[src/sv/deq_pkg.sv]
// Shared types and constants for the double-ended queue unit.
// Holds action and status codes and the result record passed from the pointer
// control to the top level. Depends on nothing.
`timescale 1ns / 1ps
`default_nettype none

package deq_pkg;

  // Default sizing of the ring store.
  localparam int unsigned DEF_CAPACITY   = 16;
  localparam int unsigned DEF_DATA_WIDTH = 32;

  // Fixed port field widths.
  localparam int unsigned ACTION_W    = 3;
  localparam int unsigned PORT_DATA_W = 32;
  localparam int unsigned STATUS_W    = 2;
  localparam int unsigned COUNT_OUT_W = 5;

  // Action codes carried by an input transaction.
  typedef enum logic [ACTION_W-1:0] {
    ACT_PUSH_BACK  = 3'd0,
    ACT_PUSH_FRONT = 3'd1,
    ACT_POP_FRONT  = 3'd2,
    ACT_POP_BACK   = 3'd3,
    ACT_READ_FRONT = 3'd4,
    ACT_READ_BACK  = 3'd5,
    ACT_REVERSE    = 3'd6
  } action_e;

  // Status codes returned with every result transaction.
  typedef enum logic [STATUS_W-1:0] {
    STAT_OK    = 2'd0,
    STAT_EMPTY = 2'd1,
    STAT_FULL  = 2'd2
  } status_e;

  // Result of one action, apart from the word read from the store.
  typedef struct packed {
    status_e                  status;
    logic [COUNT_OUT_W-1:0]   count_after;
    logic                     is_empty;
    logic                     need_read;
  } result_t;

endpackage

`default_nettype wire

[src/sv/double_ended_queue_unit.sv]
// Top level of the double-ended queue unit: handshake, read sequencing and
// output register. Depends on deq_pkg, deq_ptr and deq_store.
//
//   Channel  Direction  Handshake               Payload
//   input    in         in_valid_i / in_stall_o action_i, push_value_i
//   output   out        out_valid_o / out_stall_i read_value_o, status_o,
//                                               count_after_o, is_empty_o
//
// Push, pop, reverse and any action that fails go straight to the output register.
// A successful read waits on the store: the ring store has one synchronous read
// port with registered read data, and the input stalls while the read waits.
// Reset clears the head slot, the entry count and the direction flag; the
// store itself is not cleared and is read only at slots holding live entries.
// A new input transaction is taken while the output register is drained in the
// same cycle; a stalled output holds its result and stalls the input.
`timescale 1ns / 1ps
`default_nettype none

module double_ended_queue_unit #(
  parameter int unsigned CAPACITY   = deq_pkg::DEF_CAPACITY,
  parameter int unsigned DATA_WIDTH = deq_pkg::DEF_DATA_WIDTH
) (
  input  wire logic                            clk_i,
  input  wire logic                            rst_ni,
  input  wire logic                            in_valid_i,
  output logic                                 in_stall_o,
  input  wire logic [deq_pkg::ACTION_W-1:0]    action_i,
  input  wire logic [deq_pkg::PORT_DATA_W-1:0] push_value_i,
  output logic                                 out_valid_o,
  input  wire logic                            out_stall_i,
  output logic      [deq_pkg::PORT_DATA_W-1:0] read_value_o,
  output logic      [deq_pkg::STATUS_W-1:0]    status_o,
  output logic      [deq_pkg::COUNT_OUT_W-1:0] count_after_o,
  output logic                                 is_empty_o
);

  import deq_pkg::*;

  localparam int unsigned IdxW   = $clog2(CAPACITY);
  localparam int unsigned StoreW = (DATA_WIDTH < PORT_DATA_W) ? DATA_WIDTH : PORT_DATA_W;

  typedef enum logic {
    S_IDLE,
    S_WAIT_RD
  } state_e;

  state_e                   state_q;
  logic                     out_valid_q;
  logic [PORT_DATA_W-1:0]   read_value_q;
  logic [STATUS_W-1:0]      status_q;
  logic [COUNT_OUT_W-1:0]   count_after_q;
  logic                     is_empty_q;
  result_t                  pend_q;

  logic                     accept;
  logic                     wr_en, rd_en;
  logic [IdxW-1:0]          wr_addr, rd_addr;
  logic [StoreW-1:0]        rd_data;
  result_t                  res;

  // Input is held while a read waits on the store or the output is stalled.
  assign in_stall_o = (state_q == S_WAIT_RD) || (out_valid_q && out_stall_i);
  assign accept     = in_valid_i && !in_stall_o;

  deq_ptr #(
    .CAPACITY (CAPACITY),
    .IDX_W    (IdxW)
  ) u_ptr (
    .clk_i     (clk_i),
    .rst_ni    (rst_ni),
    .go_i      (accept),
    .action_i  (action_i),
    .wr_en_o   (wr_en),
    .wr_addr_o (wr_addr),
    .rd_en_o   (rd_en),
    .rd_addr_o (rd_addr),
    .res_o     (res)
  );

  deq_store #(
    .DEPTH (CAPACITY),
    .WIDTH (StoreW),
    .AW    (IdxW)
  ) u_store (
    .clk_i     (clk_i),
    .wr_en_i   (wr_en),
    .wr_addr_i (wr_addr),
    .wr_data_i (push_value_i[StoreW-1:0]),
    .rd_en_i   (rd_en),
    .rd_addr_i (rd_addr),
    .rd_data_o (rd_data)
  );

  // Read sequencing and output register.
  always_ff @(posedge clk_i or negedge rst_ni) begin
    if (!rst_ni) begin
      state_q       <= S_IDLE;
      out_valid_q   <= 1'b0;
      read_value_q  <= '0;
      status_q      <= '0;
      count_after_q <= '0;
      is_empty_q    <= 1'b0;
      pend_q        <= '0;
    end else begin
      unique case (state_q)
        S_IDLE: begin
          // An accepted transaction finds the output register free or draining.
          if (accept) begin
            if (res.need_read) begin
              out_valid_q <= 1'b0;
              pend_q      <= res;
              state_q     <= S_WAIT_RD;
            end else begin
              out_valid_q   <= 1'b1;
              read_value_q  <= '0;
              status_q      <= res.status;
              count_after_q <= res.count_after;
              is_empty_q    <= res.is_empty;
            end
          end else if (out_valid_q && !out_stall_i) begin
            out_valid_q <= 1'b0;
          end
        end
        S_WAIT_RD: begin
          out_valid_q   <= 1'b1;
          read_value_q  <= PORT_DATA_W'(rd_data);
          status_q      <= pend_q.status;
          count_after_q <= pend_q.count_after;
          is_empty_q    <= pend_q.is_empty;
          state_q       <= S_IDLE;
        end
        default: begin
          state_q <= S_IDLE;
        end
      endcase
    end
  end

  assign out_valid_o   = out_valid_q;
  assign read_value_o  = read_value_q;
  assign status_o      = status_q;
  assign count_after_o = count_after_q;
  assign is_empty_o    = is_empty_q;

  // The output register is empty whenever a store read is in flight.
  a_wait_out_free: assert property (@(posedge clk_i) disable iff (!rst_ni)
    (state_q == S_WAIT_RD) |-> !out_valid_q) else $error("read result would overwrite output");

  // A store read always delivers a result in the next cycle.
  a_wait_done: assert property (@(posedge clk_i) disable iff (!rst_ni)
    (state_q == S_WAIT_RD) |=> out_valid_q && (state_q == S_IDLE))
    else $error("store read did not complete");

  // Only a successful read goes to the store.
  a_read_ok: assert property (@(posedge clk_i) disable iff (!rst_ni)
    accept && res.need_read |-> res.status == STAT_OK && rd_en)
    else $error("store read issued for a failed action");

endmodule

`default_nettype wire

[src/sv/deq_store.sv]
// Ring store of the double-ended queue: one write port and one read port,
// read data registered and shown in the cycle after the address. Depends on nothing.
`timescale 1ns / 1ps
`default_nettype none

module deq_store #(
  parameter int unsigned DEPTH = 16,
  parameter int unsigned WIDTH = 32,
  parameter int unsigned AW    = 4
) (
  input  wire logic             clk_i,
  input  wire logic             wr_en_i,
  input  wire logic [AW-1:0]    wr_addr_i,
  input  wire logic [WIDTH-1:0] wr_data_i,
  input  wire logic             rd_en_i,
  input  wire logic [AW-1:0]    rd_addr_i,
  output logic      [WIDTH-1:0] rd_data_o
);

  logic [WIDTH-1:0] mem [DEPTH];
  logic [WIDTH-1:0] rd_data_q;

  // Write port.
  always_ff @(posedge clk_i) begin
    if (wr_en_i) begin
      mem[wr_addr_i] <= wr_data_i;
    end
  end

  // Registered read port.
  always_ff @(posedge clk_i) begin
    if (rd_en_i) begin
      rd_data_q <= mem[rd_addr_i];
    end
  end

  assign rd_data_o = rd_data_q;

endmodule

`default_nettype wire

[src/sv/deq_ptr.sv]
// Pointer control of the double-ended queue: head slot, entry count and
// direction flag, action decode and store addressing. Depends on deq_pkg.
`timescale 1ns / 1ps
`default_nettype none

module deq_ptr #(
  parameter int unsigned CAPACITY = 16,
  parameter int unsigned IDX_W    = 4
) (
  input  wire logic                         clk_i,
  input  wire logic                         rst_ni,
  input  wire logic                         go_i,
  input  wire logic [deq_pkg::ACTION_W-1:0] action_i,
  output logic                              wr_en_o,
  output logic      [IDX_W-1:0]             wr_addr_o,
  output logic                              rd_en_o,
  output logic      [IDX_W-1:0]             rd_addr_o,
  output deq_pkg::result_t                  res_o
);

  import deq_pkg::*;

  localparam int unsigned CntW = $clog2(CAPACITY + 1);
  localparam int unsigned SumW = CntW + 1;
  localparam logic [SumW-1:0]  CapSum  = SumW'(CAPACITY);
  localparam logic [CntW-1:0]  CapCnt  = CntW'(CAPACITY);
  localparam logic [IDX_W-1:0] LastIdx = IDX_W'(CAPACITY - 1);

  logic [IDX_W-1:0] head_q, head_d;
  logic [CntW-1:0]  cnt_q, cnt_d;
  logic             rev_q, rev_d;

  action_e          act;
  logic [IDX_W-1:0] head_inc, head_dec, tail_idx, last_idx;
  logic [SumW-1:0]  tail_sum, tail_wrap, last_sum, last_wrap;
  logic             full, empty, front_is_low, use_low;
  logic             wr_req, rd_req;
  logic [IDX_W-1:0] wr_addr, rd_addr;
  status_e          status;
  logic [CntW+COUNT_OUT_W-1:0] cnt_ext;

  assign act = action_e'(action_i);

  // Neighbor slots of the ring, with wrap at the capacity.
  assign head_inc  = (head_q == LastIdx) ? '0 : head_q + 1'b1;
  assign head_dec  = (head_q == '0) ? LastIdx : head_q - 1'b1;
  assign tail_sum  = SumW'(head_q) + SumW'(cnt_q);
  assign tail_wrap = (tail_sum >= CapSum) ? tail_sum - CapSum : tail_sum;
  assign tail_idx  = tail_wrap[IDX_W-1:0];
  assign last_sum  = tail_sum - 1'b1;
  assign last_wrap = (last_sum >= CapSum) ? last_sum - CapSum : last_sum;
  assign last_idx  = last_wrap[IDX_W-1:0];

  assign full         = (cnt_q == CapCnt);
  assign empty        = (cnt_q == '0);
  assign front_is_low = !rev_q;

  // Action decode: next pointer state, store access and status.
  always_comb begin
    head_d  = head_q;
    cnt_d   = cnt_q;
    rev_d   = rev_q;
    wr_req  = 1'b0;
    wr_addr = tail_idx;
    rd_req  = 1'b0;
    rd_addr = head_q;
    status  = STAT_OK;
    use_low = 1'b0;
    unique case (act)
      ACT_PUSH_BACK, ACT_PUSH_FRONT: begin
        use_low = (act == ACT_PUSH_FRONT) ? front_is_low : !front_is_low;
        if (full) begin
          status = STAT_FULL;
        end else begin
          wr_req  = 1'b1;
          wr_addr = use_low ? head_dec : tail_idx;
          head_d  = use_low ? head_dec : head_q;
          cnt_d   = cnt_q + 1'b1;
        end
      end
      ACT_POP_FRONT, ACT_POP_BACK: begin
        use_low = (act == ACT_POP_FRONT) ? front_is_low : !front_is_low;
        if (empty) begin
          status = STAT_EMPTY;
        end else begin
          head_d = use_low ? head_inc : head_q;
          cnt_d  = cnt_q - 1'b1;
        end
      end
      ACT_READ_FRONT, ACT_READ_BACK: begin
        use_low = (act == ACT_READ_FRONT) ? front_is_low : !front_is_low;
        if (empty) begin
          status = STAT_EMPTY;
        end else begin
          rd_req  = 1'b1;
          rd_addr = use_low ? head_q : last_idx;
        end
      end
      ACT_REVERSE: begin
        if (empty) begin
          status = STAT_EMPTY;
        end else begin
          rev_d = !rev_q;
        end
      end
      default: begin
      end
    endcase
  end

  // Pointer state advances only on an accepted transaction.
  always_ff @(posedge clk_i or negedge rst_ni) begin
    if (!rst_ni) begin
      head_q <= '0;
      cnt_q  <= '0;
      rev_q  <= 1'b0;
    end else if (go_i) begin
      head_q <= head_d;
      cnt_q  <= cnt_d;
      rev_q  <= rev_d;
    end
  end

  assign wr_en_o   = go_i && wr_req;
  assign wr_addr_o = wr_addr;
  assign rd_en_o   = go_i && rd_req;
  assign rd_addr_o = rd_addr;

  // The count port keeps the low bits of the entry count.
  assign cnt_ext = {{COUNT_OUT_W{1'b0}}, cnt_d};

  assign res_o.status      = status;
  assign res_o.count_after = cnt_ext[COUNT_OUT_W-1:0];
  assign res_o.is_empty    = (cnt_d == '0);
  assign res_o.need_read   = rd_req;

  // The count never passes the capacity and the head stays inside the ring.
  a_cnt_bound: assert property (@(posedge clk_i) disable iff (!rst_ni)
    cnt_q <= CapCnt) else $error("entry count above capacity");

  a_head_bound: assert property (@(posedge clk_i) disable iff (!rst_ni)
    head_q <= LastIdx) else $error("head slot outside the ring");

  // A push into a full queue must leave the count unchanged.
  a_full_hold: assert property (@(posedge clk_i) disable iff (!rst_ni)
    go_i && full && (act == ACT_PUSH_BACK || act == ACT_PUSH_FRONT) |=> $stable(cnt_q))
    else $error("count changed on push into a full queue");

endmodule

`default_nettype wire
[config.mk]
export PLATFORM = sky130hd
export DESIGN_NAME = double_ended_queue_unit
export DESIGN_NICKNAME = d
export VERILOG_FILES = /design/src/sv/deq_pkg.sv /design/src/sv/double_ended_queue_unit.sv /design/src/sv/deq_store.sv /design/src/sv/deq_ptr.sv
export SDC_FILE = /design/constraint.sdc
export NUM_CORES = 1
export LEC_CHECK = 0
export BUFFER_PORTS_ARGS = -buffer_cell sky130_fd_sc_hd__buf_2
export CAP_MARGIN = 40
export CORE_MARGIN = 1.5
export CORE_UTILIZATION = 50
export DETAILED_ROUTE_END_ITERATION = 16
export PLACE_DENSITY_LB_ADDON = 0.1
export SLEW_MARGIN = 20
export SYNTH_ARGS = -nofsm -noshare
export SYNTH_HDL_FRONTEND = slang
export SYNTH_HIERARCHICAL = 1
export SYNTH_SLANG_ARGS = --single-unit
export TNS_END_PERCENT = 5
[constraint.sdc]
create_clock -name clk_i -period 8.6 [get_ports clk_i]
set_input_delay 1.72 -clock clk_i [delete_from_list [all_inputs] [get_ports clk_i]]
set_output_delay 1.72 -clock clk_i [all_outputs]
set_load 0.01 [all_outputs]
==> run summary <==
Cells after Synth: 1118
Initial antenna violation count: 4
Number of enable flip-flop cells after synthesis: 544
Final clock skew: 24.2 ps
Final #Nets: 1277
Netlist cell types: 56
Synth Net Count: 1167
Rows: 79
Critical path class: in -> reg
Sink Count: 604
Setup TNS: 0 ps
Area delta synth->final: 13.6%
CTS resizes: 0
Mean Syn Cell Area: 20.9 um2
Fmax: 0.205 GHz
Status: completed
Hold Crit Start: u_store/rd_data_o[6]
RSZ-0062 raised after global routing: no
Global-route wire length before repair: 75400 um
Hold-fix buffers at CTS: 0
Clk pin slew, worst setup/hold paths: 60 ps
Max-cap violation count: 0
Die ar.: 48000 um2
Filler cell count in the final layout: 3471
Critical-path maximum fanout: 19
Max VDD drop: 0.338 mV
Worst-margin pin slew: 838 ps
Wire per inst: 27.2 um
Pwr Total: 8.70 mW
PD cells: 328 nW/um2
Worst skew pair latency: 620 ps
CTS Buf Count: 60
Asr flop ratio synth: 9.93%
TritonCTS clock tree: done
Final critical-path required period: 4870 ps
Clock Tree Root: clkbuf_16
R2r endpoint: u_store/mem[15][15]
Post-route ant nets: 0
Slew Limit Fails: 0
Synth warn: 6
I/O pins: 81
1st-iter DRT viols: 1171
1st-pass router iterations: 5
Headroom to the max-slew limit: 44.1%
# DRC: 0
Hold Path End: read_value_o[6]
Worst Setup Start Kind: input port
Largest net degree at the start of global routing: 129
WL final: 51300 um
CP Data Required Time: 8860 ps
Synthesized area: 23400 um2
Routed vias: 11300
CTS H-tree depth: 2
Maximum clock path buffer count: 3
R2R Path Start: u_ptr/cnt_q[1]
Vias/cell: 6.00
Commonest non-fill, non-tap cell in the layout: edfxtp_1
Vias in the first global route: 11400
PortBufs: 80
Share of layout cells above drive strength 1: 29.8%
Die H: 219 um
Core area: 46400 um2
RePlAce Congestion: 0.774
Commonest cells after routing, fill and taps aside: edfxtp_1, mux4_2, buf_2
Die outline width: 219 um
Reg2Reg Depth: 9
Crit. End Element: flip-flop
Flip-flop and latch count after synthesis: 604
Hold depth: 1
GRT overflow: 0
Worst hold path type: reg -> reg
WHS: 479 ps
Final hold violations: 0
Final period utilization: 56.6%
WP data arrival: 5130 ps
Initial Util: 50.4%
Number of setup buffers added after CTS: 0
Sequential element share of the synthesized area: 76.4%
Area of the multi-input gates: 5300 um2
GR Util All Layers: 22.0%
Register Area: 17800 um2
Lkg Pwr: 8.88 nW
Final Setup Violations: 0
Most used flip-flop cell after synthesis: edfxtp_1
Reg2reg setup slack: 3940 ps
Hpwl dp: 25900 um
==> state kept, by name, summed over array words and instances, names as in the netlist <==
register           count
u_ptr/head_q           4
u_store/mem          512
count_after_o          5
state_q                1
read_value_o          32
is_empty_o             1
status_o               2
u_ptr/cnt_q            5
pend_q                 8
u_ptr/rev_q            1
out_valid_o            1
u_store/rd_data_o     32
==> critical path, stage by stage <==
cell and delay (ps):
buf_2 200, nor3_1 590, nand2_1 340, mux2i_1 690, nand2_1 430, nor2_4 620, buf_4 500
==> cell type report <==
| type | count | share of cell area [%] |
|---|---|---|
| diodes | 1 | 0.00943 |
| clock buffers | 73 | 5.88 |
| clock inverters | 40 | 1.17 |
| inverters | 12 | 0.170 |
| multi-input cells | 438 | 20.0 |
| flip-flops and latches | 604 | 67.3 |
| well taps | 607 | 2.86 |
| repair buffers | 112 | 2.70 |
==> cells in the mapped netlist (7+ instances only) <==
library cell	number	area share, %
buf_2	12	0.26
inv_1	12	0.19
ha_1	9	0.48
a22oi_1	64	2.1
nor3_1	8	0.17
nand2_1	47	0.76
buf_4	13	0.42
o21ai_0	15	0.32
mux4_2	128	12
a21oi_1	9	0.19
buf_1	10	0.16
clkbuf_1	24	0.39
nor2_1	23	0.37
mux2_2	24	1.2
edfxtp_1	544	70
dfrtp_1	60	6.4
xnor2_1	7	0.26
a22o_1	32	1.2
==> worst max-delay path by stage <==
stage | slack, ps | startpoint | endpoint
6_report | 3730 | action_i[1] | u_store/mem[15][15]
4_1_cts | 3790 | action_i[1] | u_store/mem[15][15]
5_1_grt | 3590 | action_i[1] | u_store/mem[11][18]
3_3_place_gp | 3050 | action_i[2] | u_store/rd_data_o[14]
2_1_floorplan | 2730 | action_i[1] | u_store/mem[0][0]
3_5_place_dp | 3150 | action_i[1] | u_store/mem[11][30]
==> metal layers <==
| metal | part of all wire, % | vias up | global-route usage [%] |
|---|---|---|---|
| met5 | 0.074 | - | 0 |
| met4 | 2.4 | 6 | 6.78 |
| met3 | 6.0 | 81 | 3.87 |
| met2 | 47 | 367 | 34.1 |
| met1 | 45 | 6005 | 32.2 |
| li1 | - | 4857 | - |
==> through the flow <==
| stage | utilization, % | worst slack, ps | std cells | cell area [um2] |
|---|---|---|---|---|
| floorplan | - | 2730 | 1118 | 23400 |
| finish | 57.2 | 3730 | 1887 | 26500 |
| CTS | 57.2 | 3790 | 1885 | 26500 |
| global route | 57.2 | 3590 | 1886 | 26500 |
| global placement | 53.0 | 3050 | 1770 | 24600 |
| detailed placement | 53.1 | 3150 | 1772 | 24600 |
==> report_power, final <==
part           switching, mW  internal, mW
combinational           1.45          1.17
clock                   1.07          1.41
sequential             0.119          3.48
==> kinds of logic (layout without fill, tap and decap cells) <==
logic type / after synthesis / count (layout) / share of synthesized area (%)
other cells: 0 / 1 / 0
xor+xnor: 13 / 13 / 0.546
compound gates: 140 / 140 / 4.48
flops: 604 / 604 / 76.4
mux: 158 / 158 / 13.8
fa+ha+maj: 10 / 10 / 0.568
buf+inv: 76 / 237 / 1.66
simple gates: 117 / 117 / 2.57
Note: power is estimated with default switching activity, not from simulation.
